**src/sv/kdm_pkg.sv**
```systemverilog
// ----------------------------------------------------------------------------
// kdm_pkg
// Types, sizes and keymap ROM shared by the key debounce / macro sequencer.
// ----------------------------------------------------------------------------
package kdm_pkg;

  localparam int NUM_KEYS     = 12;
  localparam int FIFO_DEPTH   = 16;
  localparam int MAX_CHORDS   = 2;
  localparam int ROM_KEYS     = 12;
  localparam int ROM_CHORDS   = 2;
  localparam int KEY_W        = 4;
  localparam int CNT_W        = 4;
  localparam int KEY_IDX_W    = (NUM_KEYS > 1) ? $clog2(NUM_KEYS) : 1;
  localparam int PTR_W        = $clog2(FIFO_DEPTH);
  localparam int CHORD_W      = $clog2(MAX_CHORDS + 1);
  localparam logic [CNT_W-1:0] STABLE_SCANS_RESET = 4'd5;
  localparam logic [7:0] SHIFT_L = 8'h02;

  typedef struct packed {
    logic             command;
    logic [KEY_W-1:0] key_num;
    logic             pressed;
    logic             host_ready;
    logic             report_accepted;
  } req_t;

  typedef struct packed {
    logic [7:0] modifier;
    logic [7:0] keycode;
    logic       is_release;
    logic       macro_done;
  } rpt_t;

  // classified item handed from the front to the back
  typedef struct packed {
    logic             is_sample;   // sample of an existing key
    logic             is_slot;     // report slot with host ready
    logic [KEY_W-1:0] key;
    logic             level;
    logic             accepted;
  } cmd_t;

  typedef struct packed {
    logic             valid;
    logic [KEY_W-1:0] key;
  } evt_push_t;

  function automatic logic [7:0] rom_modifier(input logic [KEY_W-1:0] key,
                                              input logic [CHORD_W-1:0] chord);
    logic [7:0] m;
    m = 8'h00;
    if (chord == '0) begin
      case (key)
        4'd5, 4'd7: m = SHIFT_L;
        default:    m = 8'h00;
      endcase
    end
    return m;
  endfunction

  function automatic logic [7:0] rom_keycode(input logic [KEY_W-1:0] key,
                                             input logic [CHORD_W-1:0] chord);
    logic [7:0] c;
    c = 8'h00;
    if (chord == '0) begin
      case (key)
        4'd0:       c = 8'h29;
        4'd1:       c = 8'h0C;
        4'd2:       c = 8'h0E;
        4'd3:       c = 8'h0D;
        4'd4:       c = 8'h27;
        4'd5:       c = 8'h21;
        4'd6, 4'd7: c = 8'h1A;
        4'd8:       c = 8'h24;
        4'd9:       c = 8'h1E;
        4'd10:      c = 8'h1B;
        4'd11:      c = 8'h07;
        default:    c = 8'h00;
      endcase
    end else if (CHORD_W'(1) == chord) begin
      case (key)
        4'd9:    c = 8'h20;
        4'd11:   c = 8'h1A;
        default: c = 8'h00;
      endcase
    end
    return c;
  endfunction

  // chord count of a macro, limited to MAX_CHORDS; unknown keys play one chord
  function automatic logic [CHORD_W-1:0] chords_of(input logic [KEY_W-1:0] key);
    logic [CHORD_W-1:0] n;
    case (key)
      4'd9, 4'd11: n = CHORD_W'(2);
      default:     n = CHORD_W'(1);
    endcase
    if (n > CHORD_W'(MAX_CHORDS)) n = CHORD_W'(MAX_CHORDS);
    return n;
  endfunction

endpackage

```
**src/sv/kdm_front.sv**
```systemverilog
// ----------------------------------------------------------------------------
// kdm_front
// Accepts items, classifies them and holds them in a two-entry queue.
// ----------------------------------------------------------------------------
module kdm_front (
  input  logic          clk,
  input  logic          rst,
  input  kdm_pkg::req_t request,
  input  logic          push,
  output logic          full,
  output kdm_pkg::cmd_t head,
  output logic          head_valid,
  input  logic          head_take
);
  import kdm_pkg::*;

  cmd_t       q [2];
  logic       wr_ptr;
  logic       rd_ptr;
  logic [1:0] cnt;
  cmd_t       cls;
  logic       do_push;
  logic       do_pop;

  always_comb begin
    cls.is_sample = !request.command && (KEY_W'(NUM_KEYS) > request.key_num);
    cls.is_slot   = request.command && request.host_ready;
    cls.key       = request.key_num;
    cls.level     = request.pressed;
    cls.accepted  = request.report_accepted;
  end

  assign full       = (cnt == 2'd2);
  assign head_valid = (cnt != 2'd0);
  assign head       = q[rd_ptr];
  assign do_push    = push && !full;
  assign do_pop     = head_take && head_valid;

  always_ff @(posedge clk) begin
    if (rst) begin
      wr_ptr <= 1'b0;
      rd_ptr <= 1'b0;
      cnt    <= 2'd0;
    end else begin
      if (do_push) wr_ptr <= !wr_ptr;
      if (do_pop)  rd_ptr <= !rd_ptr;
      cnt <= cnt + {1'b0, do_push} - {1'b0, do_pop};
    end
    if (do_push) q[wr_ptr] <= cls;
  end

endmodule

```
**src/sv/kdm_debounce.sv**
```systemverilog
// ----------------------------------------------------------------------------
// kdm_debounce
// Per-key raw level, stability count and debounced level; flags new presses.
// ----------------------------------------------------------------------------
module kdm_debounce (
  input  logic                     clk,
  input  logic                     rst,
  input  logic                     fire,
  input  kdm_pkg::cmd_t            cmd,
  input  logic [kdm_pkg::CNT_W-1:0] stable_scans,
  output kdm_pkg::evt_push_t       evt
);
  import kdm_pkg::*;

  logic [NUM_KEYS-1:0] raw_level;
  logic [NUM_KEYS-1:0] clean_level;
  logic [CNT_W-1:0]    stable_count [NUM_KEYS];

  logic [KEY_IDX_W-1:0] idx;
  logic [CNT_W-1:0]     cnt_next;
  logic                 take;
  logic                 act;

  assign idx = cmd.key[KEY_IDX_W-1:0];
  assign act = fire && cmd.is_sample;

  always_comb begin
    if (cmd.level != raw_level[idx]) cnt_next = CNT_W'(1);
    else if (stable_count[idx] < stable_scans) cnt_next = stable_count[idx] + CNT_W'(1);
    else cnt_next = stable_count[idx];
    take = !(cnt_next < stable_scans) && (clean_level[idx] != cmd.level);
  end

  assign evt.valid = act && take && cmd.level;
  assign evt.key   = cmd.key;

  always_ff @(posedge clk) begin
    if (rst) begin
      raw_level   <= '0;
      clean_level <= '0;
      for (int i = 0; i < NUM_KEYS; i++) stable_count[i] <= '0;
    end else if (act) begin
      raw_level[idx]    <= cmd.level;
      stable_count[idx] <= cnt_next;
      if (take) clean_level[idx] <= cmd.level;
    end
  end

endmodule

```
**src/sv/kdm_player.sv**
```systemverilog
// ----------------------------------------------------------------------------
// kdm_player
// Key event ring FIFO, macro playback sequencer and two-entry report queue.
// ----------------------------------------------------------------------------
module kdm_player (
  input  logic               clk,
  input  logic               rst,
  input  logic               fire,
  input  kdm_pkg::cmd_t      cmd,
  input  kdm_pkg::evt_push_t evt,
  output logic               busy,
  output kdm_pkg::rpt_t      report,
  output logic               empty,
  input  logic               pop
);
  import kdm_pkg::*;

  logic [KEY_W-1:0] event_fifo [FIFO_DEPTH];
  logic [PTR_W-1:0] write_pointer;
  logic [PTR_W-1:0] read_pointer;
  logic             macro_active;
  logic [KEY_W-1:0] current_macro;
  logic [CHORD_W-1:0] current_chord;
  logic             awaiting_release;

  logic [KEY_W-1:0]   macro_next;
  logic [CHORD_W-1:0] chord_next;
  logic [CHORD_W-1:0] chord_inc;
  logic [CHORD_W-1:0] count;
  logic               active_next;
  logic               await_next;
  logic               rd_adv;
  logic               slot;
  logic               res_valid;
  rpt_t               res;

  rpt_t       oq [2];
  logic       oq_wr;
  logic       oq_rd;
  logic [1:0] oq_cnt;
  logic       do_pop;

  logic [PTR_W-1:0] wp_inc;
  assign wp_inc = write_pointer + PTR_W'(1);

  assign slot = fire && cmd.is_slot;

  always_comb begin
    macro_next  = current_macro;
    chord_next  = current_chord;
    active_next = macro_active;
    await_next  = awaiting_release;
    rd_adv      = 1'b0;
    res_valid   = 1'b0;
    res         = '0;
    if (!macro_active && (read_pointer != write_pointer)) begin
      macro_next  = event_fifo[read_pointer];
      rd_adv      = 1'b1;
      active_next = 1'b1;
      chord_next  = '0;
      await_next  = 1'b0;
    end
    count     = chords_of(macro_next);
    chord_inc = chord_next + CHORD_W'(1);
    if (active_next) begin
      res_valid = 1'b1;
      if (!await_next) begin
        if (KEY_W'(ROM_KEYS) > macro_next && CHORD_W'(ROM_CHORDS) > chord_next) begin
          res.modifier = rom_modifier(macro_next, chord_next);
          res.keycode  = rom_keycode(macro_next, chord_next);
        end
        if (cmd.accepted) await_next = 1'b1;
      end else begin
        res.is_release = 1'b1;
        res.macro_done = cmd.accepted && (chord_inc >= count);
        if (cmd.accepted) begin
          await_next = 1'b0;
          chord_next = chord_inc;
          if (chord_inc >= count) begin
            active_next = 1'b0;
            chord_next  = '0;
          end
        end
      end
    end
  end

  assign busy   = (oq_cnt == 2'd2);
  assign empty  = (oq_cnt == 2'd0);
  assign report = oq[oq_rd];
  assign do_pop = pop && !empty;

  always_ff @(posedge clk) begin
    if (rst) begin
      write_pointer    <= '0;
      read_pointer     <= '0;
      macro_active     <= 1'b0;
      current_macro    <= '0;
      current_chord    <= '0;
      awaiting_release <= 1'b0;
      oq_wr            <= 1'b0;
      oq_rd            <= 1'b0;
      oq_cnt           <= 2'd0;
    end else begin
      // new press is dropped when the ring holds FIFO_DEPTH-1 entries
      if (evt.valid && (wp_inc != read_pointer)) write_pointer <= wp_inc;
      if (slot) begin
        if (rd_adv) read_pointer <= read_pointer + PTR_W'(1);
        macro_active     <= active_next;
        current_macro    <= macro_next;
        current_chord    <= chord_next;
        awaiting_release <= await_next;
      end
      if (slot && res_valid) oq_wr <= !oq_wr;
      if (do_pop) oq_rd <= !oq_rd;
      oq_cnt <= oq_cnt + {1'b0, slot && res_valid} - {1'b0, do_pop};
    end
    if (evt.valid && (wp_inc != read_pointer)) event_fifo[write_pointer] <= evt.key;
    if (slot && res_valid) oq[oq_wr] <= res;
  end

endmodule

```
**src/sv/key_debounce_macro_report_sequencer.sv**
```systemverilog
// A report is written into the two-entry report queue when its slot is accepted.
// The block takes 1 item per cycle while the report queue is not full; each item is
// a read-modify-write of the per-key registers, the event ring and the macro state.
// Both sides have 2-entry queues, so either side may stall on its own.
// Reset (synchronous, rst high) clears all key state, pointers and queues.
// ----------------------------------------------------------------------------
// key_debounce_macro_report_sequencer
// Debounces key samples, queues presses and plays keymap macros as reports.
// ----------------------------------------------------------------------------
module key_debounce_macro_report_sequencer (
  input  logic                      clk,
  input  logic                      rst,
  input  kdm_pkg::req_t             request,
  input  logic                      push,
  output logic                      full,
  output kdm_pkg::rpt_t             report,
  output logic                      empty,
  input  logic                      pop,
  input  logic                      cfg_valid,
  output logic                      cfg_ready,
  input  logic [kdm_pkg::CNT_W-1:0] cfg_data
);
  import kdm_pkg::*;

  logic             cfg_write;
  logic [CNT_W-1:0] scans;
  cmd_t             head;
  logic             head_valid;
  logic             back_busy;
  logic             fire;
  evt_push_t        evt;

  assign cfg_ready = 1'b1;
  assign fire      = head_valid && !back_busy;
  assign cfg_write = cfg_valid && cfg_ready;

  always_ff @(posedge clk) begin
    if (rst) scans <= STABLE_SCANS_RESET;
    else if (cfg_write) scans <= cfg_data;
  end

  kdm_front u_front (
    .clk        (clk),
    .rst        (rst),
    .request    (request),
    .push       (push),
    .full       (full),
    .head       (head),
    .head_valid (head_valid),
    .head_take  (fire)
  );

  kdm_debounce u_debounce (
    .clk          (clk),
    .rst          (rst),
    .fire         (fire),
    .cmd          (head),
    .stable_scans (scans),
    .evt          (evt)
  );

  kdm_player u_player (
    .clk    (clk),
    .rst    (rst),
    .fire   (fire),
    .cmd    (head),
    .evt    (evt),
    .busy   (back_busy),
    .report (report),
    .empty  (empty),
    .pop    (pop)
  );

endmodule
```
**config.mk**
```make
export PLATFORM = sky130hd
export DESIGN_NAME = key_debounce_macro_report_sequencer
export DESIGN_NICKNAME = d
export VERILOG_FILES = /design/src/sv/kdm_pkg.sv /design/src/sv/kdm_front.sv /design/src/sv/kdm_debounce.sv /design/src/sv/kdm_player.sv /design/src/sv/key_debounce_macro_report_sequencer.sv
export SDC_FILE = /design/constraint.sdc
export NUM_CORES = 1
export LEC_CHECK = 0
export ABC_AREA = 1
export BUFFER_PORTS_ARGS = -buffer_cell sky130_fd_sc_hd__buf_2
export CORE_UTILIZATION = 47
export DETAILED_ROUTE_END_ITERATION = 7
export GPL_TIMING_DRIVEN = 0
export PLACE_DENSITY = 0.63
export SLEW_MARGIN = 20
export SYNTH_ARGS = -nofsm -noshare
export SYNTH_HDL_FRONTEND = slang
export SYNTH_HIERARCHICAL = 1
export SYNTH_SLANG_ARGS = --single-unit
```
**constraint.sdc**
```tcl
create_clock -name clk -period 6.5 [get_ports clk]
set_input_delay 1.3 -clock clk [delete_from_list [all_inputs] [get_ports clk]]
set_output_delay 1.3 -clock clk [all_outputs]
set_load 0.05 [all_outputs]
```
==> results.py <==
metrics = {
    "cts": {
        "clockRootBuffer": "clkbuf_16",
        "cts_buffer_depth": 3,
        "htreeDepth": 1,
        "cts_inserted_buffers": 24,
        "clk_pin_slew_ns": 0.06,
        "cts_tree": "done",
        "clock_sinks": 220,
        "cts_resized": 0,
        "ctsHoldBuffers": 0,
        "post_cts_buffers": 0,
        "clk_latency_ns": 0.51,
    },
    "die": {
        "die_area_mm2": 0.02297,
        "die_w_um": 151.6,
        "core_area_mm2": 0.02189,
        "fp.dieH_um": 151.6,
        "rows": 54,
        "start_util_pct": 48.03,
        "pin_count": 38,
    },
    "drt": {
        "num_vias": 7653,
        "drt_pass1_iterations": 5,
        "viasPerCell": 5.329,
        "detail-route-antenna-nets": 0,
        "drc_errors": 0,
        "drt_iter0_drc": 533,
        "routed_wl_um": 23860,
        "wl_per_cell_um": 16.61,
    },
    "setup_path": {
        "slowest_delay_ns": 0.59,
        "crit_path_end_kind": "flip-flop",
        "cpMostUsedCell": "nand2_1",
        "slowest_stage": "or4_4",
        "arrival_ns": 6.12,
        "crit_type": "reg2reg",
        "cp-start-kind": "flip-flop",
        "worstPathMaxFanout": 10,
        "crit_required_ns": 6.66,
    },
    "sta": {
        "rsz0062_at_grt": "no",
        "fin_tns_setup_ns": 0,
        "drv_slew": 0,
        "fmax_ghz": 0.1677,
        "holdWs_ns": 0.4444,
        "slew_headroom_pct": 43.21,
        "finalCritPeriodShare_pct": 91.74,
        "fin_ws_ns": 0.5369,
        "min_period_ns": 5.963,
        "skew_ns": 0.01912,
        "tightestPinTransition_ns": 0.8487,
        "hold_viol": 0,
        "setup_viol": 0,
    },
    "synth": {
        "synthTopCellsByCount": "nand2_1, edfxtp_1, inv_1, nor2_1, nand3_1",
        "synthAdderAreaFrac_pct": 2.975,
        "ys_seq_area_share_pct": 57.31,
        "synth-edff-count": 162,
        "yosysTopAreaCell": "edfxtp_1",
        "synth.area.mux_share_pct": 2.106,
        "yosys_register_bits": 220,
        "synth_cells": 1077,
        "ys_types": 50,
        "ys_dominant_reg_cell": "edfxtp_1",
        "async_flop_share_pct": 0,
        "netlist_area_mm2": 0.01051,
        "yosysMostFrequentCell": "nand2_1",
        "synth_compound_area_share_pct": 8.449,
        "yosys-top-cells-area": "edfxtp_1, dfxtp_1, nand2_1",
        "synth_top_family_by_area": "simple AND/OR/NAND/NOR gates",
        "synth_xor_area_share_pct": 0.8925,
        "synth.avg_cell_area_um2": 9.762,
        "synth-simple-area-share_pct": 20.02,
        "yosysWarnings": 6,
        "synthDominantCellAreaShare_pct": 46.27,
    },
    "placement": {
        "dp_hpwl_um": 17020,
        "pre_cts_slack_ns": 0.5836,
        "io_buffers": 27,
        "place_inst": 1392,
        "place_congestion": 0.8725,
    },
    "pwr": {
        "ir_worst_vdd_v": 0.0002357,
        "power_density_mw_per_mm2": 370.5,
        "p_leak_uw": 0.004830,
    },
    "outcome": {
        "outcome": "finished, final reports clean",
    },
    "global_routing": {
        "grt_pass1_wl_um": 37750,
        "grt_overflow_total": 0,
        "grt_pass1_vias": 7394,
        "antenna_found_initial": 0,
        "grt.total_usage_pct": 21.43,
        "grt_start_max_net_pins": 17,
    },
    "final_layout": {
        "fin_cells": 1436,
        "n_antenna_cell": 0,
        "areaGrowthSynthToFinish_pct": 12.28,
        "drive_gt1_share_pct": 14.62,
        "nNetsFinal": 1180,
    },
    "min_path": {
        "hold_path_class": "reg2reg",
    },
    "job": {
        "maxCapViolCount": 0,
    },
}
[worst max-delay path, delay by kind of cell (launching register included)]
kind | cells | cell delay (ns)
and+or+nand+nor | 16 | 2.33
xor gates and xnor gates | 1 | 0.12
muxes | 1 | 0.34
DFF | 1 | 0.32
adders and majority gates | 2 | 0.61
AOI/OAI and AO/OA | 2 | 0.31
buffers and inverters | 9 | 1.58
[final cells by class]
class,count,area (um^2)
plain buffers,49,364.1
clock buffers,30,654.4
clock inverters,14,121.4
fillers,1995,10090
inverters,130,495.5
multi-input cells,686,3659
flip-flops and latches,220,6026
well taps,280,350.3
repair buffers,27,135.1
[path summary, 6_finish.rpt]
kind                                     start  slack, ns  cells after the start                        end
worst max-delay path                 flip-flop       0.54                     31  u_player/event_fifo[6][1]
worst min-delay path            u_player/oq_rd       0.44                      1                  flip-flop
worst max register to register       flip-flop       0.54                     31  u_player/event_fifo[6][1]
worst min register to register  u_player/oq_rd       0.44                      1                  flip-flop
[routing by layer]
metal	GRT usage (%)	part of all wire (%)	up-vias
li1	-	-	3747
met1	28.02	44	3640
met5	0	0	-
met2	36.60	48	232
met4	5.495	1.5	0
met3	3.892	6.4	34
[flip-flops by register name, summed over array words and instances (netlist names), named ones only]
name,cells
u_player/oq,18
u_debounce/clean_level,12
u_player/event_fifo,64
u_player/oq_rd,1
u_front/wr_ptr,1
u_player/write_pointer,4
u_player/awaiting_release,1
u_player/oq_wr,1
u_debounce/stable_count,64
u_player/current_chord,2
scans,4
u_front/q,16
u_player/current_macro,4
u_player/read_pointer,4
u_player/macro_active,1
u_debounce/raw_level,12
u_front/cnt,2
u_front/rd_ptr,1
u_player/oq_cnt,2
[cell usage in the layout (no fill, tap or decap), drive strengths merged, types with 17 or more instances in the layout]
cell / Yosys / routed
nand2: 235 / 235
mux2: 17 / 17
inv: 129 / 130
buf: 38 / 65
o21ai: 50 / 50
edfxtp: 162 / 162
clkbuf: 9 / 39
a21oi: 41 / 41
ha: 25 / 25
nand3: 79 / 79
nor2: 132 / 132
a22oi: 30 / 30
dfxtp: 58 / 58
[through the flow]
| stage | power (uW) | instance area (um^2) | utilization (%) |
|---|---|---|---|
| 2_1_floorplan | 2677 | 10540 | - |
| 3_3_place_gp | 3031 | 11030 | 50.38 |
| 3_5_place_dp | 3053 | 11030 | 50.38 |
| 4_1_cts | 4391 | 11810 | 53.93 |
| 5_1_grt | 4596 | 11810 | 53.93 |
| 6_report | 4374 | 11810 | 53.93 |
[power breakdown]
group,switching [uW],leakage (uW),internal [uW]
Sequential,29.7,0.00200,1640
Combinational,955,0.00244,403
Clock,550,0.000384,792
[logic make-up after synthesis]
kind of cell,count (synthesis)
AOI/OAI and AO/OA,146
xor gates and xnor gates,9
adders and majority gates,25
buffers and inverters,179
DFF,220
muxes,17
other,2
and+or+nand+nor,479
(Power assumes the default switching activity.)
